`src/rtl/core/sjf_scheduler_table_defines.svh`:
```
// Assertion macros used by the scheduler datapath.
`ifndef SJF_SCHEDULER_TABLE_DEFINES_SVH
`define SJF_SCHEDULER_TABLE_DEFINES_SVH

// Check that cons holds in the same cycle as ante.
`define SJFT_ASSERT_NOW(lbl, ante, cons, msg) \
	lbl: assert property (@(posedge clk) disable iff (!arst_n) (ante) |-> (cons)) \
		else $error(msg);

// Check that cons holds in the cycle after ante.
`define SJFT_ASSERT_NEXT(lbl, ante, cons, msg) \
	lbl: assert property (@(posedge clk) disable iff (!arst_n) (ante) |=> (cons)) \
		else $error(msg);

`endif

```
`src/rtl/core/sjft_pkg.sv`:
```
package sjft_pkg;

	localparam int TIME_W  = 16;
	localparam int CLOCK_W = 32;
	localparam int LEFT_W  = 5;

	// Item function codes
	localparam logic FUNC_ADD = 1'b0;
	localparam logic FUNC_RUN = 1'b1;

	// Result status codes
	localparam logic [1:0] ST_ADDED = 2'd0;
	localparam logic [1:0] ST_RAN   = 2'd1;
	localparam logic [1:0] ST_FULL  = 2'd2;
	localparam logic [1:0] ST_EMPTY = 2'd3;

	typedef struct packed {
		logic              func;
		logic [TIME_W-1:0] arrival_time;
		logic [TIME_W-1:0] burst_time;
	} sjft_in_t;

	typedef struct packed {
		logic [1:0]         status;
		logic [TIME_W-1:0]  ran_arrival;
		logic [TIME_W-1:0]  ran_burst;
		logic [CLOCK_W-1:0] finish_time;
		logic [LEFT_W-1:0]  jobs_left;
	} sjft_out_t;

	// Controller to datapath
	typedef struct packed {
		logic load_in;
		logic clr_scan;
		logic step;
		logic commit;
	} sjft_cmd_t;

	// Datapath to controller
	typedef struct packed {
		logic func_run;
		logic full;
		logic empty;
		logic slot_free;
		logic idx_last;
		logic out_busy;
	} sjft_sts_t;

endpackage

```
`src/rtl/core/sjf_scheduler_table.sv`:
```
// Sequence: a run beat reads the job store one slot per cycle, then passes one compare
// stage and a commit. An add scans from slot 0 for a free slot and then commits; a full
// add or an empty run goes from the check straight to commit. The commit waits while the
// result output is stalled.
// Throughput: one beat at a time; the next beat is taken in the cycle after commit.
// Reset: arst_n clears the valid bits, job count, clock and control; the store is not cleared.
module sjf_scheduler_table #(
	parameter int TABLE_DEPTH = 16
) (
	input  logic                clk,
	input  logic                arst_n,
	input  logic                job_valid,
	output logic                job_stall,
	input  sjft_pkg::sjft_in_t  job,
	output logic                res_valid,
	input  logic                res_stall,
	output sjft_pkg::sjft_out_t res
);

	import sjft_pkg::*;

	sjft_cmd_t cmd;
	sjft_sts_t sts;

	// Sequencer
	sjft_ctrl u_ctrl (
		.clk      (clk),
		.arst_n   (arst_n),
		.job_valid(job_valid),
		.job_stall(job_stall),
		.sts      (sts),
		.cmd      (cmd)
	);

	// Job table, scan compare and result register
	sjft_dpath #(
		.TABLE_DEPTH(TABLE_DEPTH)
	) u_dpath (
		.clk      (clk),
		.arst_n   (arst_n),
		.job      (job),
		.cmd      (cmd),
		.sts      (sts),
		.res_valid(res_valid),
		.res_stall(res_stall),
		.res      (res)
	);

endmodule

```
`src/rtl/core/sjft_ram.sv`:
```
module sjft_ram #(
	parameter int WIDTH = 32,
	parameter int DEPTH = 16
) (
	input  logic                     clk,
	input  logic                     we,
	input  logic [$clog2(DEPTH)-1:0] waddr,
	input  logic [WIDTH-1:0]         wdata,
	input  logic                     re,
	input  logic [$clog2(DEPTH)-1:0] raddr,
	output logic [WIDTH-1:0]         rdata
);

	logic [WIDTH-1:0] mem [DEPTH];

	// Write port
	always_ff @(posedge clk) begin
		if (we) begin
			mem[waddr] <= wdata;
		end
	end

	// Registered read port
	always_ff @(posedge clk) begin
		if (re) begin
			rdata <= mem[raddr];
		end
	end

endmodule

```
`src/rtl/core/sjft_dpath.sv`:
```
`include "sjf_scheduler_table_defines.svh"

module sjft_dpath #(
	parameter int TABLE_DEPTH = 16
) (
	input  logic               clk,
	input  logic               arst_n,
	input  sjft_pkg::sjft_in_t job,
	input  sjft_pkg::sjft_cmd_t cmd,
	output sjft_pkg::sjft_sts_t sts,
	output logic               res_valid,
	input  logic               res_stall,
	output sjft_pkg::sjft_out_t res
);

	import sjft_pkg::*;

	localparam int IDX_W = $clog2(TABLE_DEPTH);
	localparam int CNT_W = $clog2(TABLE_DEPTH + 1);
	localparam int ENT_W = 2 * TIME_W;

	// Captured item
	logic              func_q;
	logic [TIME_W-1:0] arr_q;
	logic [TIME_W-1:0] bur_q;

	// Table state
	logic [TABLE_DEPTH-1:0] valid_q;
	logic [CNT_W-1:0]       cnt_q;
	logic [CLOCK_W-1:0]     clock_q;
	logic [IDX_W-1:0]       idx_q;

	// Scan read stage
	logic              cmp_en_s1;
	logic              cmp_v_s1;
	logic [IDX_W-1:0]  cmp_idx_s1;
	logic [ENT_W-1:0]  rd_data;
	logic [TIME_W-1:0] c_arr;
	logic [TIME_W-1:0] c_bur;

	// Best candidates
	logic              e_found_q;
	logic [TIME_W-1:0] e_arr_q;
	logic [TIME_W-1:0] e_bur_q;
	logic [IDX_W-1:0]  e_idx_q;
	logic              s_found_q;
	logic [TIME_W-1:0] s_arr_q;
	logic [TIME_W-1:0] s_bur_q;
	logic [IDX_W-1:0]  s_idx_q;

	logic              arrived;
	logic              e_better;
	logic              s_better;

	// Commit logic
	logic               full;
	logic               empty;
	logic               do_add;
	logic               do_run;
	logic               use_s;
	logic [TIME_W-1:0]  pick_arr;
	logic [TIME_W-1:0]  pick_bur;
	logic [IDX_W-1:0]   pick_idx;
	logic [CLOCK_W-1:0] sum_base;
	logic [CLOCK_W:0]   sum_full;
	logic [CLOCK_W-1:0] new_clock;
	logic [CNT_W-1:0]   cnt_next;
	logic [31:0]        cnt_ext;
	logic               out_busy;
	sjft_out_t          res_q;
	logic               res_valid_q;

	assign full     = (cnt_q == CNT_W'(TABLE_DEPTH));
	assign empty    = (cnt_q == '0);
	assign out_busy = res_valid_q && res_stall;
	assign do_add   = cmd.commit && (func_q == FUNC_ADD) && !full;
	assign do_run   = cmd.commit && (func_q == FUNC_RUN) && !empty;

	assign sts.func_run  = (func_q == FUNC_RUN);
	assign sts.full      = full;
	assign sts.empty     = empty;
	assign sts.slot_free = !valid_q[idx_q];
	assign sts.idx_last  = (idx_q == IDX_W'(TABLE_DEPTH - 1));
	assign sts.out_busy  = out_busy;

	// Capture the accepted item
	always_ff @(posedge clk) begin
		if (cmd.load_in) begin
			func_q <= job.func;
			arr_q  <= job.arrival_time;
			bur_q  <= job.burst_time;
		end
	end

	// Job store
	sjft_ram #(
		.WIDTH(ENT_W),
		.DEPTH(TABLE_DEPTH)
	) u_ram (
		.clk  (clk),
		.we   (do_add),
		.waddr(idx_q),
		.wdata({arr_q, bur_q}),
		.re   (cmd.step && (func_q == FUNC_RUN)),
		.raddr(idx_q),
		.rdata(rd_data)
	);

	assign c_arr = rd_data[ENT_W-1:TIME_W];
	assign c_bur = rd_data[TIME_W-1:0];

	// Scan index and read stage
	always_ff @(posedge clk or negedge arst_n) begin
		if (!arst_n) begin
			idx_q     <= '0;
			cmp_en_s1 <= 1'b0;
		end else begin
			if (cmd.clr_scan) begin
				idx_q <= '0;
			end else if (cmd.step && !sts.idx_last) begin
				idx_q <= idx_q + IDX_W'(1);
			end
			cmp_en_s1 <= cmd.step && (func_q == FUNC_RUN);
		end
	end

	always_ff @(posedge clk) begin
		cmp_idx_s1 <= idx_q;
		cmp_v_s1   <= valid_q[idx_q];
	end

	// Compare the slot just read against both running bests
	assign arrived  = ({{(CLOCK_W - TIME_W){1'b0}}, c_arr} <= clock_q);
	assign e_better = !e_found_q || (c_arr < e_arr_q);
	assign s_better = arrived && (!s_found_q || (c_bur < s_bur_q) ||
		((c_bur == s_bur_q) && (c_arr < s_arr_q)));

	always_ff @(posedge clk or negedge arst_n) begin
		if (!arst_n) begin
			e_found_q <= 1'b0;
			s_found_q <= 1'b0;
		end else if (cmd.clr_scan) begin
			e_found_q <= 1'b0;
			s_found_q <= 1'b0;
		end else if (cmp_en_s1 && cmp_v_s1) begin
			if (e_better) begin
				e_found_q <= 1'b1;
			end
			if (s_better) begin
				s_found_q <= 1'b1;
			end
		end
	end

	always_ff @(posedge clk) begin
		if (cmp_en_s1 && cmp_v_s1) begin
			if (e_better) begin
				e_arr_q <= c_arr;
				e_bur_q <= c_bur;
				e_idx_q <= cmp_idx_s1;
			end
			if (s_better) begin
				s_arr_q <= c_arr;
				s_bur_q <= c_bur;
				s_idx_q <= cmp_idx_s1;
			end
		end
	end

	// Choose the job to run and the new completion clock
	assign use_s    = (clock_q != '0) && s_found_q;
	assign pick_arr = use_s ? s_arr_q : e_arr_q;
	assign pick_bur = use_s ? s_bur_q : e_bur_q;
	assign pick_idx = use_s ? s_idx_q : e_idx_q;
	assign sum_base = use_s ? clock_q : {{(CLOCK_W - TIME_W){1'b0}}, pick_arr};
	assign sum_full = {1'b0, sum_base} + {{(CLOCK_W + 1 - TIME_W){1'b0}}, pick_bur};
	assign new_clock = sum_full[CLOCK_W] ? '1 : sum_full[CLOCK_W-1:0];

	always_comb begin
		cnt_next = cnt_q;
		if (do_add) begin
			cnt_next = cnt_q + CNT_W'(1);
		end else if (do_run) begin
			cnt_next = cnt_q - CNT_W'(1);
		end
	end

	assign cnt_ext = 32'(cnt_next);

	// Update table state on commit
	always_ff @(posedge clk or negedge arst_n) begin
		if (!arst_n) begin
			valid_q <= '0;
			cnt_q   <= '0;
			clock_q <= '0;
		end else begin
			cnt_q <= cnt_next;
			if (do_add) begin
				valid_q[idx_q] <= 1'b1;
			end
			if (do_run) begin
				valid_q[pick_idx] <= 1'b0;
				clock_q           <= new_clock;
			end
		end
	end

	// Output register
	always_ff @(posedge clk or negedge arst_n) begin
		if (!arst_n) begin
			res_valid_q <= 1'b0;
		end else if (cmd.commit) begin
			res_valid_q <= 1'b1;
		end else if (!res_stall) begin
			res_valid_q <= 1'b0;
		end
	end

	always_ff @(posedge clk) begin
		if (cmd.commit) begin
			res_q.ran_arrival <= do_run ? pick_arr : '0;
			res_q.ran_burst   <= do_run ? pick_bur : '0;
			res_q.finish_time <= do_run ? new_clock : clock_q;
			res_q.jobs_left   <= cnt_ext[LEFT_W-1:0];
			if (func_q == FUNC_ADD) begin
				res_q.status <= full ? ST_FULL : ST_ADDED;
			end else begin
				res_q.status <= empty ? ST_EMPTY : ST_RAN;
			end
		end
	end

	assign res_valid = res_valid_q;
	assign res       = res_q;

	`SJFT_ASSERT_NOW(a_cnt_matches_valid, 1'b1, $countones(valid_q) == int'(cnt_q), "job count out of step with valid bits")
	`SJFT_ASSERT_NEXT(a_commit_shows_result, cmd.commit, res_valid_q, "commit did not raise result valid")
	`SJFT_ASSERT_NOW(a_run_has_pick, do_run, e_found_q, "run commit without a candidate job")
	`SJFT_ASSERT_NOW(a_commit_not_blocked, cmd.commit, !out_busy, "commit while result is stalled")

endmodule

```
`src/rtl/core/sjft_ctrl.sv`:
```
module sjft_ctrl (
	input  logic                clk,
	input  logic                arst_n,
	input  logic                job_valid,
	output logic                job_stall,
	input  sjft_pkg::sjft_sts_t sts,
	output sjft_pkg::sjft_cmd_t cmd
);

	import sjft_pkg::*;

	typedef enum logic [2:0] {
		S_IDLE,
		S_CHECK,
		S_ADD_SCAN,
		S_RUN_SCAN,
		S_RUN_DRAIN,
		S_FINISH
	} state_t;

	state_t state_q;
	state_t state_d;

	assign job_stall = (state_q != S_IDLE);

	// Next state and commands
	always_comb begin
		state_d = state_q;
		cmd     = '0;
		case (state_q)
			S_IDLE: begin
				if (job_valid) begin
					cmd.load_in = 1'b1;
					state_d     = S_CHECK;
				end
			end
			S_CHECK: begin
				if (sts.func_run && !sts.empty) begin
					cmd.clr_scan = 1'b1;
					state_d      = S_RUN_SCAN;
				end else if (!sts.func_run && !sts.full) begin
					cmd.clr_scan = 1'b1;
					state_d      = S_ADD_SCAN;
				end else begin
					state_d = S_FINISH;
				end
			end
			S_ADD_SCAN: begin
				if (sts.slot_free) begin
					state_d = S_FINISH;
				end else begin
					cmd.step = 1'b1;
				end
			end
			S_RUN_SCAN: begin
				cmd.step = 1'b1;
				if (sts.idx_last) begin
					state_d = S_RUN_DRAIN;
				end
			end
			S_RUN_DRAIN: begin
				state_d = S_FINISH;
			end
			S_FINISH: begin
				if (!sts.out_busy) begin
					cmd.commit = 1'b1;
					state_d    = S_IDLE;
				end
			end
			default: begin
				state_d = S_IDLE;
			end
		endcase
	end

	// Hold state
	always_ff @(posedge clk or negedge arst_n) begin
		if (!arst_n) begin
			state_q <= S_IDLE;
		end else begin
			state_q <= state_d;
		end
	end

endmodule

```
`config.mk`:
```
export PLATFORM = sky130hd
export DESIGN_NAME = sjf_scheduler_table
export DESIGN_NICKNAME = d
export VERILOG_FILES = /design/src/rtl/core/sjft_pkg.sv /design/src/rtl/core/sjf_scheduler_table.sv /design/src/rtl/core/sjft_ram.sv /design/src/rtl/core/sjft_dpath.sv /design/src/rtl/core/sjft_ctrl.sv
export VERILOG_INCLUDE_DIRS = /design/src /design/src/rtl/core
export SDC_FILE = /design/constraint.sdc
export NUM_CORES = 1
export LEC_CHECK = 0
export ABC_AREA = 1
export BUFFER_PORTS_ARGS = -buffer_cell sky130_fd_sc_hd__buf_4
export CORE_UTILIZATION = 30
export DETAILED_ROUTE_END_ITERATION = 10
export GPL_ROUTABILITY_DRIVEN = 1
export GPL_TIMING_DRIVEN = 1
export MAX_ROUTING_LAYER = met4
export SLEW_MARGIN = 20
export SYNTH_ARGS = -nofsm -noshare
export SYNTH_HDL_FRONTEND = slang
export SYNTH_SLANG_ARGS = --single-unit
export TNS_END_PERCENT = 10
```
`constraint.sdc`:
```
create_clock -name clk -period 6.08 [get_ports clk]
set_clock_uncertainty 0.2 [all_clocks]
set_input_delay 0.912 -clock clk [delete_from_list [all_inputs] [get_ports clk]]
set_output_delay 0.912 -clock clk [all_outputs]
set_load 0.01 [all_outputs]
```
* Yosys cells after proc, flatten, opt, wreduce, memory -nomap -nowiden
Memory sizes are Yosys's and may differ from the RTL's. A register that Yosys moved wholly into a read port is not among the register bits.
Index checks and enable logic that the tools add are counted.
** Storage, ports and cells
- Register bits :: 245
- Bits in latches :: 0
- Bits in writable memories :: 512
- Memory bits (read-only) :: 0
- Memories kept :: 1
** Memory list
- u_dpath.u_ram.mem :: words 16, width 32, read ports 1, clocked after Yosys merged registers in 1, write ports 1, line sjft_ram.sv:14 : logic [WIDTH-1:0] mem [DEPTH];
** Operators by class
- Add/subtract/negate cells :: 4
- Multiply operators :: 0
- Divide/modulo/power cells :: 0
- $lt $le $gt $ge :: 8
- Equal/unequal tests :: 13
- Shift operators :: 0
- Muxes and demuxes :: 47
- Bitwise operators :: 4
- Reductions and logical operators :: 37
** Operators by type and width (count)
- $mux 32 :: 3
- $mux 16 :: 4
- $lt 16x16->1 :: 3
- $add 32x16->33 :: 1
- $le 16x32->1 :: 1
- $reduce_bool 32->1 :: 1
- $mux 1 :: 21
- $mux 3 :: 6
- $pmux 3 s6 :: 1
- $and 16x16->16 :: 1
- $eq 16x16->1 :: 1
- $not 16->16 :: 1
- $or 16x16->16 :: 1
- $logic_and 1x1->1 :: 15
- $mux 4 :: 3
- $lt 4x5->1 const B :: 2
- $mux 5 :: 2
- $demux 1 s4 :: 2
- $ge 4x1->1 const B :: 2
- $reduce_and 2->1 :: 4
- $reduce_bool 2->1 :: 4
- $eq 3x2->1 const B :: 2
- $eq 3x3->1 const B :: 2
- $logic_not 1->1 :: 6
- other kinds (17) :: 24

* Logic depth before layout (Yosys ltp)
- Word-level depth :: 10
- Depth in mapped cells :: 29
- Gate-level depth less buffers :: 25

* Modules after synthesis
From an unflattened synthesis, not the netlist that was laid out.
** Unflattened totals
- Cells, all modules :: 3341
- Area, all modules :: 35387.7 um2
** Modules (own cells, without submodules)
- sjft_ram :: instances 1, cells each 2120, area an instance 23050.9 um2, sequential area each 16335.7 um2
- sjft_dpath :: instances 1, cells each 1177, area an instance 12080.3 um2, sequential area each 6911.6 um2
- sjft_ctrl :: instances 1, cells each 44, area an instance 256.5 um2, sequential area each 75.1 um2

* Least setup slack after synthesis
OpenSTA, ideal clock, no wires.
- Kind :: input to register
- From :: in res_stall
- To :: mem u_dpath.u_ram.mem[11][0] (enable)
- Setup time :: 423 ps
- Arrival time :: 5045 ps
- Required time :: 5457 ps
- Path slack :: 412 ps
- Stages on the path :: 9
- Cells stage by stage :: nand2_1 > inv_1 > nor2_2 > inv_2 > nor2_4 > inv_1 > nor2_1 > inv_1 > nor2_1
** RTL lines
- start, declared :: line sjf_scheduler_table.sv:16 : input logic res_stall,
- end, declared :: line sjft_ram.sv:14

* Final worst setup path
- From :: reg u_dpath.clock_q[22]
- To :: reg u_dpath.res_q (netlist bit u_dpath.res[16]) (data pin)
** On the way
- Elaborated cells between the ends (all ways) :: 8
** RTL lines
- start, declared :: line sjft_dpath.sv:30 : logic [CLOCK_W-1:0] clock_q;
- start signal, assigned :: line sjft_dpath.sv:203 : clock_q <= new_clock;
- $reduce_bool 32->1 :: line sjft_dpath.sv:171 : assign use_s = (clock_q != '0) && s_found_q;
- $logic_and 1x1->1 :: line sjft_dpath.sv:171
- $mux 16 :: line sjft_dpath.sv:173 : assign pick_bur = use_s ? s_bur_q : e_bur_q;
- net u_dpath.pick_bur[11] :: line sjft_dpath.sv:62 : logic [TIME_W-1:0] pick_bur;
- $add 32x16->33 :: line sjft_dpath.sv:176 : assign sum_full = {1'b0, sum_base} + {{(CLOCK_W + 1 - TIME_W){1'b0}}, pick_bur};
- $mux 32 :: line sjft_dpath.sv:177 : assign new_clock = sum_full[CLOCK_W] ? '1 : sum_full[CLOCK_W-1:0];
- $mux 32 :: line sjft_dpath.sv:223 : res_q.finish_time <= do_run ? new_clock : clock_q;
- end, declared :: line sjft_dpath.sv:70 : sjft_out_t res_q;
The timed path passes the listed nets, and every way through them passes these cells.
A chain may end at the register's enable or synchronous reset.

==> reports/summary.txt <==
Detail Placement HPWL -> 50000 um
Final Max Slew Viols -> 0
CP Launch Point -> u_dpath.clock_q[22]
CTS clk-pin slew, worst paths -> 0.06 ns
chip height -> 332 um
crit start category -> flop
final hold violations -> 0
DP Cell Count -> 4059
clock latency on the worst-skew pair -> 0.65 ns
Via-to-Cell Ratio -> 4.91
fillcell total -> 10400
clock sink total -> 789
Slew HR -> 0.289
layout cell share with drive strength beyond 1 -> 0.120
postcts setup bufs -> 0
Syn Nets -> 2756
nets -> 2867
outcome -> finished, final reports clean
RePlAce Congestion -> 0.890
Synth Flop Type -> edfxtp_1
CTS hold repair buffers -> 0
routed wire length -> 84700 um
Worst EP required -> 6.21 ns
initial DRC count -> 1971
Synth Warn # -> 0
register area share after synthesis -> 0.714
initial antenna violation count -> 3
minimum clock period after layout -> 4.63 ns
R2R Path End -> u_dpath.res[16]
CP Max Fanout -> 31
Hold Path Class -> primary input to async pin
critical path type -> flop to flop
largest net degree at the start of global routing -> 165
Power Dens Cells -> 455 nW/um^2
worst reg2reg path depth -> 21
EDFF count, synth -> 720
I/O pin cnt -> 110
first-pass GRT wire length -> 126000 um
drt drc -> 0
final setup TNS -> 0 ns
Cell Area, Synth -> 32700 sq um
CTS max path bufs -> 3
All-Layer GR Usage -> 0.155
Final setup viols -> 0
H-tree levels -> 3
Core ar. -> 108000 sq um
Worst Setup EP -> u_dpath.res[16]
Resized Gates After CTS -> 0
CP Data Arrival Time -> 4.77 ns
Root Buffer -> clkbuf_16
Detail Route Antenna Nets -> 0
RSZ-0062 raised after global routing -> false
synth unique cells -> 52
Starting Density -> 0.304
Synth async-reset ratio -> 0.0811
Slew @ Worst Pin -> 1.06 ns
DRT Pass-1 Iters -> 5
Final Cycle Share -> 0.762
Post-Syn Area per Cell -> 12.4 sq um
Max-Cap Viols -> 0
Max VDD drop -> 0.000287 V
vias in the first global route -> 19900
Pleak -> 13.4 nW
Critical Path Sink Type -> flop
Die W -> 332 um
port bufs -> 109
GR Overflow Total -> 0
CTS tree -> built
FP Rows -> 120
Fmax achieved -> 216 MHz
area delta synth->final -> 16.0%
Post-Syn Instances -> 2633
#FFs+latches synth -> 789
wire per inst -> 20.1 um
Via Count -> 20700
register-to-register setup slack -> 1.45 ns
R2R Path Start -> u_dpath.clock_q[22]
Num CTS Buffers -> 85
die area -> 110000 sq um
final cell count without fillers -> 4214
-- Yosys cell counts, types with 5 or more instances --
cell         n  area, sq um
a211oi_1    16          120
a21oi_1     65          325
a21oi_2      5         43.8
a22oi_1     16          120
a2bb2oi_1   14          123
buf_1        6         22.5
buf_2       10         50.1
clkbuf_1    99          372
dfrtp_1     64         1600
dfxtp_1      5          100
edfxtp_1   720        21600
ha_1        85         1060
inv_1      191          717
nand2_1    272         1020
nand3_1     44          220
nand4_1     50          313
nor2_1     406         1520
nor2_2       8         50.1
nor2_4       5         56.3
nor3_1       9         45.0
o21ai_0    311         1560
o21bai_1    15          113
o22ai_1    131          820
or2_2       17          106
xnor2_1     11         96.3
xor2_1      15          131
-- placed cells by master (no fill, tap or decap), types with 4 or more instances in the layout --
master and instances:
a211oi_1 16, a21oi_1 62, a21oi_2 5, a22oi_1 16
a2bb2oi_1 14, buf_4 141, bufinv_16 5, clkbuf_1 23
clkbuf_16 86, clkinv_1 14, clkinv_2 13, dfrtp_1 62
dfxtp_1 5, edfxtp_1 720, ha_1 85, inv_1 189
inv_6 5, nand2_1 272, nand3_1 44, nand4_1 50
nor2_1 386, nor2_2 7, nor2_4 26, nor3_1 9
o21ai_0 311, o21ai_1 4, o21bai_1 15, o22ai_1 131
or2_2 17, xnor2_1 11, xor2_1 15
-- flip-flops by register name, indices dropped and copies added (netlist names), 3 cells and up --
name	count
u_dpath.u_ram.mem	512
u_dpath.s_idx_q	4
u_dpath.arr_q	16
u_dpath.u_ram.rdata	32
u_ctrl.state_q	3
u_dpath.bur_q	16
u_dpath.s_bur_q	16
u_dpath.idx_q	4
u_dpath.clock_q	32
u_dpath.e_arr_q	16
u_dpath.s_arr_q	16
u_dpath.valid_q	16
u_dpath.e_bur_q	16
u_dpath.cnt_q	5
u_dpath.res	71
u_dpath.e_idx_q	4
u_dpath.cmp_idx_s1	4
-- routing by layer --
| metal | vias to the layer above | part of all wire | GRT usage |
|---|---|---|---|
| met2 | 605 | 0.47 | 0.247 |
| met5 | - | 0 | - |
| li1 | 9696 | - | - |
| met1 | 10300 | 0.44 | 0.202 |
| met3 | 152 | 0.060 | 0.0292 |
| met4 | 0 | 0.025 | 0.0420 |
-- worst min path at each step --
stage | startpoint | endpoint | slack, ns | cells past startpoint
final | arst_n | u_dpath.clock_q[11] | 0.21 | 1
after CTS | job[8] | u_dpath.bur_q[8] | 0.20 | 1
after global placement | u_dpath.cmp_idx_s1[2] | u_dpath.s_idx_q[2] | 0.21 | 0
after global routing | job[17] | u_dpath.arr_q[1] | 0.21 | 1
after floorplan | u_dpath.idx_q[1] | u_dpath.cmp_idx_s1[1] | 0.19 | 0
after detailed placement | u_dpath.cmp_idx_s1[3] | u_dpath.s_idx_q[3] | 0.21 | 0
-- kinds of logic (layout without fill, tap and decap cells) --
kind of cell	after synthesis	count (layout)	synth area share
AO/OA/AOI/OAI	591	591	0.103
multiplexers	1	1	0.000306
adder cells (fa/ha/maj)	86	86	0.0332
other	0	1	0
buffers and inverters	315	492	0.0378
AND/OR/NAND/NOR	825	825	0.105
flip-flops	789	789	0.714
XOR/XNOR	26	26	0.00697
-- power by group --
group	internal (W)	total (W)	switching, W	leakage, nW
registers	0.00678	0.00731	0.000530	7.29
logic	0.00155	0.00499	0.00344	4.82
clock network	0.00285	0.00496	0.00211	1.28
-- area by class of cell --
type | count | area [sq um] | area share
diodes | 1 | 2.50 | 0.0000660
clock buffers | 111 | 2270 | 0.0598
clock inverters | 42 | 374 | 0.00987
inverters | 194 | 737 | 0.0194
multi-input cells | 1529 | 8310 | 0.219
flip-flops and latches | 789 | 23300 | 0.615
well taps | 1403 | 1760 | 0.0463
repair buffers | 145 | 1150 | 0.0302
-- stage by stage --
step           setup slack (ns)  cell area [sq um]   util  hold slack [ns]  total power, W
2_1_floorplan             0.412              32700      -            0.190          0.0105
3_3_place_gp               1.52              35200  0.328            0.206          0.0123
3_5_place_dp               1.43              35200  0.328            0.215          0.0124
4_1_cts                    1.39              37900  0.352            0.197          0.0173
5_1_grt                    1.03              37900  0.353            0.207          0.0182
6_report                   1.45              37900  0.353            0.207          0.0173
-- critical path: stages (launching register included) --
cell	delay [ns]
dfrtp_1	0.42
nor2_1	0.14
nand2_1	0.06
nor2_1	0.14
nand2_2	0.10
inv_1	0.10
nand2_4	0.10
nand2_1	0.51
buf_12	0.28
o21ai_0	0.13
inv_1	0.08
ha_1	0.28
a21oi_1	0.23
o21a_1	0.16
nor2_1	0.04
nor2_1	0.08
nand2_1	0.12
nand3_2	0.13
nor2_4	0.05
nor2_4	0.50
buf_4	0.33
a22oi_1	0.12
Power figures use the tool's default switching activity.
